### config.mk
export PLATFORM = sky130hd
export DESIGN_NAME = elevator_car_controller
export DESIGN_NICKNAME = d
export VERILOG_FILES = /design/src/rtl/ecc_pkg.sv /design/src/rtl/ecc_sched.sv /design/src/rtl/ecc_core.sv /design/src/rtl/elevator_car_controller.sv
export VERILOG_INCLUDE_DIRS = /design/src /design/src/rtl
export SDC_FILE = /design/constraint.sdc
export NUM_CORES = 1
export LEC_CHECK = 0
export BUFFER_PORTS_ARGS = -buffer_cell sky130_fd_sc_hd__buf_2
export CELL_PAD_IN_SITES_DETAIL_PLACEMENT = 2
export CELL_PAD_IN_SITES_GLOBAL_PLACEMENT = 2
export CORE_ASPECT_RATIO = 1.1
export CORE_MARGIN = 2
export CORE_UTILIZATION = 39
export DETAILED_ROUTE_END_ITERATION = 10
export GPL_ROUTABILITY_DRIVEN = 1
export PLACE_DENSITY = 0.78
export SETUP_SLACK_MARGIN = 0.2
export SKIP_CTS_REPAIR_TIMING = 1
export SLEW_MARGIN = 20
export SYNTH_ARGS = -nofsm -noshare
export SYNTH_HDL_FRONTEND = slang
export SYNTH_SLANG_ARGS = --single-unit
### constraint.sdc
create_clock -name clk -period 8.2 [get_ports clk]
set_input_delay 1.23 -clock clk [delete_from_list [all_inputs] [get_ports clk]]
set_output_delay 1.23 -clock clk [all_outputs]
set_load 0.02 [all_outputs]
### src/rtl/assert_macros.svh
// ----------------------------------------------------------------------------
// Assertion macros
// Shared wrappers for the concurrent checks of the elevator car controller.
// ----------------------------------------------------------------------------
`ifndef ASSERT_MACROS_SVH
`define ASSERT_MACROS_SVH

// The consequent must hold in the same cycle as the antecedent.
`define ASSERT_SAME(label, ante, cons, msg) \
  label: assert property (@(posedge clk) disable iff (!rst_n) (ante) |-> (cons)) \
    else $error(msg);

// The consequent must hold in the cycle after the antecedent.
`define ASSERT_NEXT(label, ante, cons, msg) \
  label: assert property (@(posedge clk) disable iff (!rst_n) (ante) |=> (cons)) \
    else $error(msg);

`endif

### src/rtl/ecc_pkg.sv
// ----------------------------------------------------------------------------
// ecc_pkg
// Types, codes, reset values and search functions of the elevator car
// controller.
// ----------------------------------------------------------------------------
package ecc_pkg;

  localparam int NUM_FLOORS_DEF = 16;
  localparam int FLOOR_W        = 4;
  localparam int MAP_W          = 16;
  localparam int CNT_W          = 8;
  localparam int CFG_IDX_W      = 2;

  localparam logic [CNT_W-1:0] OPEN_TIME_RST  = 8'd2;
  localparam logic [CNT_W-1:0] DWELL_TIME_RST = 8'd3;
  localparam logic [CNT_W-1:0] CLOSE_TIME_RST = 8'd2;
  localparam logic [CNT_W-1:0] CAPACITY_RST   = 8'd12;

  typedef enum logic [2:0] {
    FN_TICK  = 3'd0,
    FN_HALL  = 3'd1,
    FN_CAR   = 3'd2,
    FN_BOARD = 3'd3,
    FN_DROP  = 3'd4
  } func_t;

  typedef enum logic [1:0] {
    DIR_IDLE = 2'd0,
    DIR_UP   = 2'd1,
    DIR_DOWN = 2'd2
  } dir_t;

  typedef enum logic [1:0] {
    PH_MOVE  = 2'd0,
    PH_OPEN  = 2'd1,
    PH_DWELL = 2'd2,
    PH_CLOSE = 2'd3
  } phase_t;

  typedef enum logic [CFG_IDX_W-1:0] {
    CFG_OPEN_TIME  = 2'd0,
    CFG_DWELL_TIME = 2'd1,
    CFG_CLOSE_TIME = 2'd2,
    CFG_CAPACITY   = 2'd3
  } cfg_idx_t;

  typedef struct packed {
    logic [CNT_W-1:0] open_time;
    logic [CNT_W-1:0] dwell_time;
    logic [CNT_W-1:0] close_time;
    logic [CNT_W-1:0] car_capacity;
  } cfg_t;

  typedef struct packed {
    logic [2:0]         func;
    logic [FLOOR_W-1:0] call_floor;
    logic               call_dir;
    logic [FLOOR_W-1:0] dest_floor;
    logic [CNT_W-1:0]   board_count;
  } item_t;

  typedef struct packed {
    logic [MAP_W-1:0]   down_pending;
    logic [MAP_W-1:0]   up_pending;
    logic [FLOOR_W-1:0] current_target;
    logic [CNT_W-1:0]   dropped;
    logic [CNT_W-1:0]   car_load;
    logic [1:0]         door_phase;
    logic               door_is_open;
    logic [1:0]         car_dir;
    logic [FLOOR_W-1:0] car_floor;
  } status_t;

  typedef struct packed {
    logic               found;
    logic [FLOOR_W-1:0] target;
    dir_t               dir;
  } sched_t;

  typedef struct packed {
    logic               hit;
    logic [FLOOR_W-1:0] idx;
  } hit_t;

  // Lowest set bit at or above floor f.
  function automatic hit_t first_at_or_above(logic [MAP_W-1:0] v, logic [FLOOR_W-1:0] f);
    hit_t r;
    r = '0;
    for (int i = MAP_W - 1; i >= 0; i--) begin
      if (v[i] && (FLOOR_W'(i) >= f)) begin
        r.hit = 1'b1;
        r.idx = FLOOR_W'(i);
      end
    end
    return r;
  endfunction

  // Highest set bit at or below floor f.
  function automatic hit_t last_at_or_below(logic [MAP_W-1:0] v, logic [FLOOR_W-1:0] f);
    hit_t r;
    r = '0;
    for (int i = 0; i < MAP_W; i++) begin
      if (v[i] && (FLOOR_W'(i) <= f)) begin
        r.hit = 1'b1;
        r.idx = FLOOR_W'(i);
      end
    end
    return r;
  endfunction

endpackage

### src/rtl/ecc_sched.sv
// ----------------------------------------------------------------------------
// ecc_sched
// LOOK stop selection: the nearest stop ahead, one reversal, then the nearest
// pending stop of either bitmap.
// ----------------------------------------------------------------------------
module ecc_sched (
  input  logic [ecc_pkg::FLOOR_W-1:0] floor_i,
  input  ecc_pkg::dir_t               dir_i,
  input  logic [ecc_pkg::MAP_W-1:0]   up_i,
  input  logic [ecc_pkg::MAP_W-1:0]   down_i,
  output ecc_pkg::sched_t             sched_o
);
  import ecc_pkg::*;

  logic [MAP_W-1:0]   all_stops;
  dir_t               dir_start;
  dir_t               dir_flip;
  hit_t               up_ahead;
  hit_t               down_ahead;
  hit_t               near_above;
  hit_t               near_below;
  logic [FLOOR_W-1:0] dist_above;
  logic [FLOOR_W-1:0] dist_below;

  assign all_stops  = up_i | down_i;
  assign up_ahead   = first_at_or_above(up_i, floor_i);
  assign down_ahead = last_at_or_below(down_i, floor_i);
  assign near_above = first_at_or_above(all_stops, floor_i);
  assign near_below = last_at_or_below(all_stops, floor_i);
  assign dist_above = near_above.idx - floor_i;
  assign dist_below = floor_i - near_below.idx;

  always_comb begin
    if (dir_i == DIR_UP || dir_i == DIR_DOWN) begin
      dir_start = dir_i;
    end else if (up_i != '0) begin
      dir_start = DIR_UP;
    end else begin
      dir_start = DIR_DOWN;
    end
    dir_flip = (dir_start == DIR_UP) ? DIR_DOWN : DIR_UP;
  end

  always_comb begin
    sched_o       = '0;
    sched_o.dir   = dir_start;
    sched_o.found = (all_stops != '0);
    if (dir_start == DIR_UP && up_ahead.hit) begin
      sched_o.target = up_ahead.idx;
    end else if (dir_start == DIR_DOWN && down_ahead.hit) begin
      sched_o.target = down_ahead.idx;
    end else begin
      if ((dir_start == DIR_UP) ? (down_i != '0) : (up_i != '0)) begin
        sched_o.dir = dir_flip;
      end
      if (dir_flip == DIR_UP && up_i != '0 && up_ahead.hit) begin
        sched_o.target = up_ahead.idx;
      end else if (dir_flip == DIR_DOWN && down_i != '0 && down_ahead.hit) begin
        sched_o.target = down_ahead.idx;
      end else if (near_below.hit && (!near_above.hit || dist_below <= dist_above)) begin
        sched_o.target = near_below.idx;
      end else begin
        sched_o.target = near_above.idx;
      end
    end
  end

endmodule

### src/rtl/ecc_core.sv
// ----------------------------------------------------------------------------
// ecc_core
// Car state registers, drop-off count store and the event update that runs
// once for each item taken from the input register.
// ----------------------------------------------------------------------------
module ecc_core #(
  parameter int NUM_FLOORS = ecc_pkg::NUM_FLOORS_DEF
) (
  input  logic             clk,
  input  logic             rst_n,
  input  logic             step_i,
  input  ecc_pkg::item_t   item_i,
  input  ecc_pkg::cfg_t    cfg_i,
  output ecc_pkg::status_t status_o
);
  import ecc_pkg::*;

  localparam int          FLOOR_LIMIT = (NUM_FLOORS < MAP_W) ? NUM_FLOORS : MAP_W;
  localparam logic [FLOOR_W:0] FLOOR_LIM = (FLOOR_W + 1)'(FLOOR_LIMIT);

  logic [FLOOR_W-1:0] floor_r, floor_nxt;
  dir_t               dir_r, dir_nxt;
  logic [FLOOR_W-1:0] target_r, target_nxt;
  logic [MAP_W-1:0]   up_r, up_nxt;
  logic [MAP_W-1:0]   down_r, down_nxt;
  logic               door_open_r, door_open_nxt;
  phase_t             phase_r, phase_nxt;
  logic [CNT_W-1:0]   timer_r, timer_nxt;
  logic [CNT_W-1:0]   load_r, load_nxt;
  logic [CNT_W-1:0]   drop_cnt_r [MAP_W];

  logic [FLOOR_W-1:0] drop_addr;
  logic [CNT_W-1:0]   drop_rd;
  logic               drop_we;
  logic [CNT_W-1:0]   drop_wd;
  logic [CNT_W-1:0]   dropped;
  logic [CNT_W:0]     drop_sum;
  logic [CNT_W:0]     load_sum;
  sched_t             sched;

  function automatic logic floor_ok(logic [FLOOR_W-1:0] f);
    return {1'b0, f} < FLOOR_LIM;
  endfunction

  function automatic logic [MAP_W-1:0] floor_bit(logic [FLOOR_W-1:0] f);
    return MAP_W'(1) << f;
  endfunction

  ecc_sched u_sched (
    .floor_i (floor_r),
    .dir_i   (dir_r),
    .up_i    (up_r),
    .down_i  (down_r),
    .sched_o (sched)
  );

  assign drop_addr = (item_i.func == FN_DROP) ? floor_r : item_i.dest_floor;
  assign drop_rd   = drop_cnt_r[drop_addr];
  assign drop_sum  = {1'b0, drop_rd} + {1'b0, item_i.board_count};
  assign load_sum  = {1'b0, load_r} + {1'b0, item_i.board_count};

  always_comb begin
    floor_nxt     = floor_r;
    dir_nxt       = dir_r;
    target_nxt    = target_r;
    up_nxt        = up_r;
    down_nxt      = down_r;
    door_open_nxt = door_open_r;
    phase_nxt     = phase_r;
    timer_nxt     = timer_r;
    load_nxt      = load_r;
    drop_we       = 1'b0;
    drop_wd       = '0;
    dropped       = '0;
    case (item_i.func)
      FN_TICK: begin
        if (phase_r != PH_MOVE) begin
          if (timer_r > 8'd1) begin
            timer_nxt = timer_r - 8'd1;
          end else begin
            timer_nxt = '0;
            case (phase_r)
              PH_OPEN: begin
                phase_nxt = PH_DWELL;
                timer_nxt = cfg_i.dwell_time;
              end
              PH_DWELL: begin
                phase_nxt     = PH_CLOSE;
                timer_nxt     = cfg_i.close_time;
                door_open_nxt = 1'b0;
              end
              PH_CLOSE: phase_nxt = PH_MOVE;
              default: ;
            endcase
          end
        end else if (!sched.found) begin
          dir_nxt = DIR_IDLE;
        end else begin
          target_nxt = sched.target;
          dir_nxt    = sched.dir;
          if (floor_r < sched.target) begin
            floor_nxt = floor_r + 4'd1;
            dir_nxt   = DIR_UP;
          end else if (floor_r > sched.target) begin
            floor_nxt = floor_r - 4'd1;
            dir_nxt   = DIR_DOWN;
          end else begin
            up_nxt        = up_r & ~floor_bit(floor_r);
            down_nxt      = down_r & ~floor_bit(floor_r);
            door_open_nxt = 1'b1;
            phase_nxt     = PH_OPEN;
            timer_nxt     = cfg_i.open_time;
          end
        end
      end
      FN_HALL: begin
        if (floor_ok(item_i.call_floor)) begin
          if (!item_i.call_dir) begin
            up_nxt = up_nxt | floor_bit(item_i.call_floor);
          end else begin
            down_nxt = down_nxt | floor_bit(item_i.call_floor);
          end
          if (item_i.dest_floor != '0 && floor_ok(item_i.dest_floor)) begin
            if (item_i.dest_floor > item_i.call_floor) begin
              up_nxt = up_nxt | floor_bit(item_i.dest_floor);
            end else begin
              down_nxt = down_nxt | floor_bit(item_i.dest_floor);
            end
          end
          if (dir_r == DIR_IDLE) begin
            dir_nxt    = (item_i.call_floor > floor_r) ? DIR_UP : DIR_DOWN;
            target_nxt = item_i.call_floor;
          end
        end
      end
      FN_CAR: begin
        if (floor_ok(item_i.call_floor) && item_i.call_floor != floor_r) begin
          if (item_i.call_floor > floor_r) begin
            up_nxt = up_r | floor_bit(item_i.call_floor);
          end else begin
            down_nxt = down_r | floor_bit(item_i.call_floor);
          end
        end
      end
      FN_BOARD: begin
        if (item_i.board_count != '0 && item_i.dest_floor != floor_r &&
            floor_ok(item_i.dest_floor)) begin
          if (item_i.dest_floor > floor_r) begin
            up_nxt = up_r | floor_bit(item_i.dest_floor);
          end else begin
            down_nxt = down_r | floor_bit(item_i.dest_floor);
          end
          drop_we  = 1'b1;
          drop_wd  = drop_sum[CNT_W] ? '1 : drop_sum[CNT_W-1:0];
          load_nxt = (load_sum < {1'b0, cfg_i.car_capacity}) ? load_sum[CNT_W-1:0]
                                                             : cfg_i.car_capacity;
        end
      end
      FN_DROP: begin
        drop_we  = 1'b1;
        drop_wd  = '0;
        dropped  = drop_rd;
        load_nxt = (load_r > drop_rd) ? load_r - drop_rd : '0;
      end
      default: ;
    endcase
  end

  always_ff @(posedge clk) begin
    if (!rst_n) begin
      floor_r     <= '0;
      dir_r       <= DIR_IDLE;
      target_r    <= '0;
      up_r        <= '0;
      down_r      <= '0;
      door_open_r <= 1'b0;
      phase_r     <= PH_MOVE;
      timer_r     <= '0;
      load_r      <= '0;
    end else if (step_i) begin
      floor_r     <= floor_nxt;
      dir_r       <= dir_nxt;
      target_r    <= target_nxt;
      up_r        <= up_nxt;
      down_r      <= down_nxt;
      door_open_r <= door_open_nxt;
      phase_r     <= phase_nxt;
      timer_r     <= timer_nxt;
      load_r      <= load_nxt;
    end
  end

  always_ff @(posedge clk) begin
    if (!rst_n) begin
      for (int i = 0; i < MAP_W; i++) begin
        drop_cnt_r[i] <= '0;
      end
    end else if (step_i && drop_we) begin
      drop_cnt_r[drop_addr] <= drop_wd;
    end
  end

  always_comb begin
    status_o.car_floor      = floor_nxt;
    status_o.car_dir        = dir_nxt;
    status_o.door_is_open   = door_open_nxt;
    status_o.door_phase     = phase_nxt;
    status_o.car_load       = load_nxt;
    status_o.dropped        = dropped;
    status_o.current_target = target_nxt;
    status_o.up_pending     = up_nxt;
    status_o.down_pending   = down_nxt;
  end

endmodule

### src/rtl/elevator_car_controller.sv
// ----------------------------------------------------------------------------
// elevator_car_controller
// One elevator car scheduled by the LOOK rule, driven by a stream of events
// and answering each event with one status item.
// ----------------------------------------------------------------------------
// The block takes one event item per clock cycle while the output is taken,
// and returns one status item for each event. The status is registered: the
// event is held in an input register, then the car state is updated and the
// status lands in the output register; a stalled output keeps the event in
// the input register. The one state update per cycle sets that rate, since
// each event sees the state the previous event left. While a finished status
// waits to be taken, the input register takes one more event and the input
// side then stalls until the status is taken. Timer and capacity registers
// are to be written by the user through the cfg_ port while no event is in
// flight; the block itself does not enforce this.
// ----------------------------------------------------------------------------
`include "assert_macros.svh"

module elevator_car_controller #(
  parameter int NUM_FLOORS = ecc_pkg::NUM_FLOORS_DEF
) (
  input  logic                          clk,
  input  logic                          rst_n,
  input  logic                          in_tvalid,
  output logic                          in_tready,
  // call_floor[3:0], call_dir[4], dest_floor[8:5], board_count[16:9], zero fill
  input  logic [23:0]                   in_tdata,
  // func[2:0]
  input  logic [2:0]                    in_tuser,
  output logic                          out_tvalid,
  input  logic                          out_tready,
  // car_floor[3:0], car_dir[5:4], door_is_open[6], door_phase[8:7],
  // car_load[16:9], dropped[24:17], current_target[28:25],
  // up_pending[44:29], down_pending[60:45], zero fill
  output logic [63:0]                   out_tdata,
  input  logic                          cfg_wr_en,
  input  logic [ecc_pkg::CFG_IDX_W-1:0] cfg_index,
  input  logic [ecc_pkg::CNT_W-1:0]     cfg_wdata
);
  import ecc_pkg::*;

  cfg_t        cfg_r;
  logic        in_valid_r;
  item_t       item_r;
  logic        out_valid_r;
  logic [63:0] out_data_r;
  logic        advance;
  logic        in_accept;
  status_t     status;

  assign advance   = in_valid_r && (!out_valid_r || out_tready);
  assign in_tready = !in_valid_r || advance;
  assign in_accept = in_tvalid && in_tready;

  always_ff @(posedge clk) begin
    if (!rst_n) begin
      cfg_r.open_time    <= OPEN_TIME_RST;
      cfg_r.dwell_time   <= DWELL_TIME_RST;
      cfg_r.close_time   <= CLOSE_TIME_RST;
      cfg_r.car_capacity <= CAPACITY_RST;
    end else if (cfg_wr_en) begin
      case (cfg_index)
        CFG_OPEN_TIME:  cfg_r.open_time    <= cfg_wdata;
        CFG_DWELL_TIME: cfg_r.dwell_time   <= cfg_wdata;
        CFG_CLOSE_TIME: cfg_r.close_time   <= cfg_wdata;
        CFG_CAPACITY:   cfg_r.car_capacity <= cfg_wdata;
        default: ;
      endcase
    end
  end

  always_ff @(posedge clk) begin
    if (!rst_n) begin
      in_valid_r <= 1'b0;
    end else if (in_accept) begin
      in_valid_r <= 1'b1;
    end else if (advance) begin
      in_valid_r <= 1'b0;
    end
  end

  always_ff @(posedge clk) begin
    if (in_accept) begin
      item_r.func        <= in_tuser;
      item_r.call_floor  <= in_tdata[3:0];
      item_r.call_dir    <= in_tdata[4];
      item_r.dest_floor  <= in_tdata[8:5];
      item_r.board_count <= in_tdata[16:9];
    end
  end

  ecc_core #(
    .NUM_FLOORS (NUM_FLOORS)
  ) u_core (
    .clk      (clk),
    .rst_n    (rst_n),
    .step_i   (advance),
    .item_i   (item_r),
    .cfg_i    (cfg_r),
    .status_o (status)
  );

  always_ff @(posedge clk) begin
    if (!rst_n) begin
      out_valid_r <= 1'b0;
    end else if (advance) begin
      out_valid_r <= 1'b1;
    end else if (out_tready) begin
      out_valid_r <= 1'b0;
    end
  end

  always_ff @(posedge clk) begin
    if (advance) begin
      out_data_r <= {3'b000, status};
    end
  end

  assign out_tvalid = out_valid_r;
  assign out_tdata  = out_data_r;

  `ASSERT_SAME(a_door_open_phase, out_valid_r && out_data_r[6], out_data_r[8:7] == PH_OPEN || out_data_r[8:7] == PH_DWELL, "door open outside opening or dwell")
  `ASSERT_NEXT(a_item_kept, in_valid_r && !advance, in_valid_r, "held event item was dropped")
  `ASSERT_NEXT(a_result_shown, advance, out_valid_r, "processed event gave no status item")

endmodule
==> impl_metrics.py, run 1 <==
metrics = {
    "global_routing": {
        "grt_pass1_vias": 17400,
        "grt_usage_pct": 27.7,
        "antenna_found_initial": 0,
        "grt_max_degree": 70,
        "grt_overflow": 0,
        "grt_pass1_wl_microns": 103000,
    },
    "die": {
        "ios": 108,
        "die-area_sq_um": 47700,
        "die_y_microns": 229,
        "core-area_sq_um": 45500,
        "die_width_microns": 208,
        "start_util_pct": 39.4,
        "num_rows": 82,
    },
    "drt": {
        "dr_total_vias": 15900,
        "drt-total-wl_microns": 65600,
        "drt_iter0_drc": 968,
        "ant_nets": 0,
        "viasPerCell": 6.03,
        "drtPass1Iterations": 5,
        "drc": 0,
        "routedWlPerCell_microns": 24.9,
    },
    "timing": {
        "holdWs_ns": 0.476,
        "fmax_mhz": 135,
        "tightest_slew_ns": 1.04,
        "slew_viol_final": 0,
        "period_needed_ns": 7.39,
        "rsz0062_at_grt": "false",
        "relSlewSlack_pct": 31.0,
        "fin_skew_ns": 0.0186,
        "fin_crit_sh_pct": 90.1,
        "timing_hold_violations_final": 0,
        "setup_tns_ns": 0,
        "setup_violations": 0,
    },
    "power": {
        "power_uw": 4080,
        "power.leakage_uw": 0.00738,
        "ir_worst_vdd_v": 0.000147,
        "p_per_area_nw_per_um2": 203,
    },
    "final_layout": {
        "finish.utilization_pct": 44.2,
        "num_antenna_cells": 0,
        "area_growth_pct": 12.2,
        "nets": 2138,
        "drive_gt1_share_pct": 11.8,
    },
    "synthesis": {
        "synth_edf_count": 209,
        "ys_types": 87,
        "syn-cell-area_sq_um": 17900,
        "synthCells": 1973,
        "seq_area_frac_synth_pct": 45.7,
        "synthArstFlopShare_pct": 0,
        "yosysWarnings": 0,
        "avgSynthCellArea_sq_um": 9.08,
        "synth_top_flop_cell": "edfxtp_1",
        "yosys_register_bits": 304,
    },
    "critical_path": {
        "crit_top_cell": "ha_1",
        "critPathLaunchType": "register",
        "critPathKind": "reg -> reg",
        "critPathMaxFanout": 15,
        "cp_slowest_cell": "dfxtp_1",
        "cp_num_buf_inv": 3,
        "worstPathArrival_ns": 7.85,
        "crit_path_end_kind": "register",
        "crit_family": "compound AO/OA/AOI/OAI gates",
        "cpPeakStageDelay_ns": 0.64,
        "required_ns": 8.66,
    },
    "placement": {
        "dpl.hpwl_microns": 47800,
        "globalplace.congestion": 0.915,
        "portBuffers": 97,
    },
    "clock_tree": {
        "cts-htree-levels": 2,
        "clock_sinks": 304,
        "clk_path_buf_depth": 3,
        "clk_latency_ns": 0.57,
        "cts_tree": "yes",
        "cts_buffers": 35,
        "cts-root-buf": "clkbuf_16",
        "clk_pin_slew_worst_paths_ns": 0.06,
    },
    "outcome": {
        "status": "complete, no violations",
    },
    "worst_hold_path": {
        "min_path_type": "reg -> reg",
    },
    "flow_run": {
        "max_cap_violations": 0,
    },
}
[cells in the mapped netlist, types with 13 or more instances]
cell type | n | area share, %
a211oi_1 | 47 | 2.0
a21boi_0 | 35 | 1.5
a21o_1 | 22 | 0.92
a21oi_1 | 106 | 3.0
a221oi_1 | 15 | 0.73
a22o_1 | 14 | 0.68
a22oi_1 | 14 | 0.59
a311oi_1 | 18 | 0.88
a31oi_1 | 42 | 1.5
and2_1 | 53 | 1.9
buf_2 | 15 | 0.42
clkbuf_1 | 91 | 1.9
dfxtp_1 | 95 | 11
edfxtp_1 | 209 | 35
ha_1 | 71 | 5.0
inv_1 | 71 | 1.5
mux2i_1 | 27 | 1.5
nand2_1 | 265 | 5.6
nand3_1 | 40 | 1.1
nand4_1 | 19 | 0.66
nor2_1 | 256 | 5.4
nor2b_1 | 35 | 1.2
nor3_1 | 33 | 0.92
nor4_1 | 15 | 0.52
o211ai_1 | 14 | 0.59
o21a_1 | 13 | 0.54
o21ai_0 | 88 | 2.5
o21ai_1 | 14 | 0.39
o22ai_1 | 17 | 0.59
o2bb2ai_1 | 18 | 0.88
xnor2_1 | 20 | 0.98
[stage by stage]
stage / instances / setup slack, ns / cell area [sq um]
after floorplan: 1975 / 1.32 / 17900
after global placement: 2571 / 0.768 / 19000
after detailed placement: 2571 / 0.513 / 19000
after CTS: 2634 / 0.444 / 20100
after global routing: 2634 / 0.212 / 20100
final: 2634 / 0.813 / 20100
[final timing paths]
check | startpoint | end | slack (ns) | depth (start not counted)
max | u_core.floor_r[1] | u_core.timer_r[4] | 0.81 | 30
min | cfg_r[10] | cfg_r[10] | 0.48 | 2
max reg2reg | u_core.floor_r[1] | u_core.timer_r[4] | 0.81 | 30
min reg2reg | cfg_r[10] | cfg_r[10] | 0.48 | 2
[layout by cell type, fill, tap and decap left out, drive strengths merged, types with 18 or more instances in the layout]
master / synthesis / routed
o2bb2ai: 18 / 18
dfxtp: 95 / 95
and2: 54 / 54
nor2: 256 / 256
a311oi: 18 / 18
xnor2: 20 / 20
inv: 71 / 74
a31oi: 43 / 43
nand3: 40 / 40
mux2i: 27 / 27
a21o: 22 / 22
edfxtp: 209 / 209
nor3: 34 / 34
nand2: 266 / 266
buf: 37 / 136
o21ai: 103 / 103
clkbuf: 91 / 50
nand4: 19 / 19
a211oi: 48 / 48
ha: 71 / 71
a21oi: 107 / 107
nor2b: 36 / 36
a21boi: 37 / 37
[where the power goes]
part	internal, uW	switching, uW
logic	256	503
clock network	898	674
registers	1700	51.5
[state kept, by name, indices dropped and copies added (netlist names)]
signal and count:
u_core.down_r 16, u_core.up_r 16, u_core.door_open_r 1, u_core.timer_r 8, cfg_r 32, u_core.drop_cnt_r 128, u_core.target_r 4, item_r 20
u_core.phase_r 2, u_core.floor_r 4, out_tdata 61, out_tvalid 1, u_core.load_r 8, in_valid_r 1, u_core.dir_r 2
[metal layers]
metal,part of all wire [%],track usage [%]
met1,41,32.8
met2,52,50.4
met4,3.9,11.6
met3,3.8,3.60
met5,0,0
[logic make-up after synthesis]
kind of cell / synth area share [%]
fa+ha+maj: 5.52
flops: 45.7
buf+inv: 4.63
mux: 1.95
other cells: 0.0209
xor+xnor: 1.42
compound gates: 20.9
simple gates: 19.9
[area by class of cell]
cell class | instances | area, sq um
clock buffer | 50 | 972
inverter | 72 | 273
timing repair buffer | 136 | 793
fill | 4964 | 25400
clock inverter | 13 | 156
sequential | 304 | 8180
multi-input combinational | 1471 | 8990
tap | 588 | 736
[worst min-delay path, cell delays in order (launching register included)]
cell and delay, ns:
dfxtp_1 0.31, nand2_1 0.05, a21boi_0 0.07
(Power assumes the default switching activity.)
==> run 2, diff against run 1 <==
==> constraint.sdc (replaced) <==
create_clock -name clk -period 8.2 [get_ports clk]
set_input_delay 0.82 -clock clk [delete_from_list [all_inputs] [get_ports clk]]
set_output_delay 0.82 -clock clk [all_outputs]
set_load 0.02 [all_outputs]
==> run 2 against run 1 <==
Compared with the run above:
- utilization hardly changed
- die area did not move
- critical endpoint is now u_core.timer_r[3]
- fmax down 0.75%
- non-clock buffer count is the same
- critical path type unchanged
- via count hardly changed
- setup slack worse by 0.055 ns
- largest cell class unchanged
- clock power hardly changed
- global-route usage grew 0.41 points
- total power hardly changed
==> impl_metrics.py, run 2 (synthesis results as in run 1) <==
metrics = {
    "drt": {
        "routedWlPerCell_microns": 25.3,
        "ant_nets": 0,
        "drc": 0,
        "drtPass1Iterations": 6,
        "drt_iter0_drc": 884,
        "drt-total-wl_microns": 66600,
        "dr_total_vias": 15900,
        "viasPerCell": 6.03,
    },
    "final_layout": {
        "fin_area_sq_um": 20100,
        "largest_reg_flops": 128,
        "seq_area_sq_um": 8180,
        "layout_common_cells": "nand2_1, nor2_1, edfxtp_1",
        "nets": 2138,
        "num_antenna_cells": 0,
        "multiInputGateArea_sq_um": 8990,
        "drive_gt1_share_pct": 12.1,
        "top_register": "u_core.drop_cnt_r",
        "final_common_cell": "nand2_1",
        "area_growth_pct": 12.3,
        "fillCellCount": 4923,
    },
    "worst_hold_path": {
        "min_path_type": "in -> reg",
    },
    "timing": {
        "relSlewSlack_pct": 27.8,
        "fin_skew_ns": 0.0219,
        "timing_hold_violations_final": 0,
        "rsz0062_at_grt": "false",
        "tightest_slew_ns": 1.08,
        "setup_violations": 0,
        "slew_viol_final": 0,
        "setup_tns_ns": 0,
        "period_needed_ns": 7.44,
        "holdWs_ns": 0.421,
        "setup_slack_ns": 0.758,
        "fmax_mhz": 134,
        "fin_crit_sh_pct": 90.8,
    },
    "power": {
        "swShare_pct": 30.4,
        "power_uw": 4080,
        "power.leakage_uw": 0.00740,
        "ir_worst_vdd_v": 0.000137,
        "clkPwrFrac_pct": 38.4,
        "pwr-share-comb_pct": 18.7,
        "p_per_area_nw_per_um2": 203,
        "power_switching_uw": 1240,
        "power_frac_seq_pct": 43.0,
        "p_int_uw": 2840,
    },
    "clock_tree": {
        "clk_path_buf_depth": 3,
        "cts_tree": "yes",
        "clk_latency_ns": 0.58,
        "clk_pin_slew_worst_paths_ns": 0.06,
        "cts-htree-levels": 2,
        "cts-root-buf": "clkbuf_16",
        "clock_sinks": 304,
        "cts_buffers": 35,
    },
    "global_routing": {
        "grt_usage_pct": 28.1,
        "grt_pass1_wl_microns": 104000,
        "antenna_found_initial": 0,
        "grt_overflow": 0,
        "grt_max_degree": 86,
        "grt_pass1_vias": 17400,
    },
    "die": {
        "start_util_pct": 39.4,
        "ios": 108,
        "die_y_microns": 229,
        "die_width_microns": 208,
        "core-area_sq_um": 45500,
        "die-area_sq_um": 47700,
        "num_rows": 82,
    },
    "critical_path": {
        "crit_path_end_kind": "register",
        "cpPeakStageDelay_ns": 0.62,
        "required_ns": 8.66,
        "critPathLaunchType": "register",
        "critPathMaxFanout": 15,
        "crit_family": "compound AO/OA/AOI/OAI gates",
        "critPathKind": "reg -> reg",
        "crit_top_cell": "ha_1",
        "worstPathArrival_ns": 7.90,
        "cp_slowest_cell": "dfxtp_1",
        "cp_num_buf_inv": 3,
    },
    "placement": {
        "place_ws_ns": 0.473,
        "globalplace.congestion": 0.911,
        "portBuffers": 97,
        "dpl.hpwl_microns": 47500,
        "dpl_cell_area_sq_um": 19000,
    },
    "outcome": {
        "status": "complete, no violations",
    },
    "flow_run": {
        "max_cap_violations": 0,
    },
}
run 2: changes by cell type in the layout (fill, tap and decap cells not counted):
cell,change
clkbuf_1,-7
clkinv_2,+4
clkbuf_16,+1
bufinv_16,-1
clkinv_1,+3
clkinv_4,+1
run 2: final timing paths:
| path | endpoint | startpoint | cells past startpoint | slack (ns) |
|---|---|---|---|---|
| worst max-delay path | u_core.timer_r[3] | u_core.floor_r[1] | 30 | 0.76 |
| worst min register to register | cfg_r[14] | cfg_r[14] | 2 | 0.47 |
| worst max register to register | u_core.timer_r[3] | u_core.floor_r[1] | 30 | 0.76 |
| worst min-delay path | item_r[14] | in_tdata[1] | 1 | 0.42 |
run 2: worst register-to-register path: cells and delay by family, from the launching register on:
family / cells / cell delay [ns]
multiplexers: 1 / 0.16
AO/OA/AOI/OAI: 16 / 2.98
buffers and inverters: 3 / 0.43
adder cells (fa/ha/maj): 5 / 1.76
flip-flops: 1 / 0.62
AND/OR/NAND/NOR: 5 / 1.40
run 2: layout make-up:
cell class | instances | share of cell area, %
Clock buffer | 44 | 4.83
Clock inverter | 20 | 0.828
Inverter | 72 | 1.36
Multi-Input combinational cell | 1471 | 44.7
Sequential cell | 304 | 40.7
Tap cell | 588 | 3.66
Timing Repair Buffer | 136 | 3.95
run 2: per-stage QoR:
step / util (%) / cells
final: 44.2 / 2635
after detailed placement: 41.7 / 2571
after global routing: 44.2 / 2635
after global placement: 41.7 / 2571
after CTS: 44.2 / 2635
after floorplan: - / 1975
run 2: power groups by stage:
stage / sequential [uW] / combinational (uW) / clock (uW)
2_1_floorplan: 1780 / 495 / 0
3_3_place_gp: 1780 / 711 / 0
3_5_place_dp: 1780 / 749 / 0
4_1_cts: 1750 / 760 / 1600
5_1_grt: 1760 / 836 / 1650
6_report: 1750 / 761 / 1560
run 2: routing by layer:
metal	vias up	track usage [%]	wire length [microns]
li1	7262	-	-
met1	8075	33.5	27100
met2	391	50.7	33900
met3	151	3.20	2530
met4	0	12.9	3060
met5	-	0	0
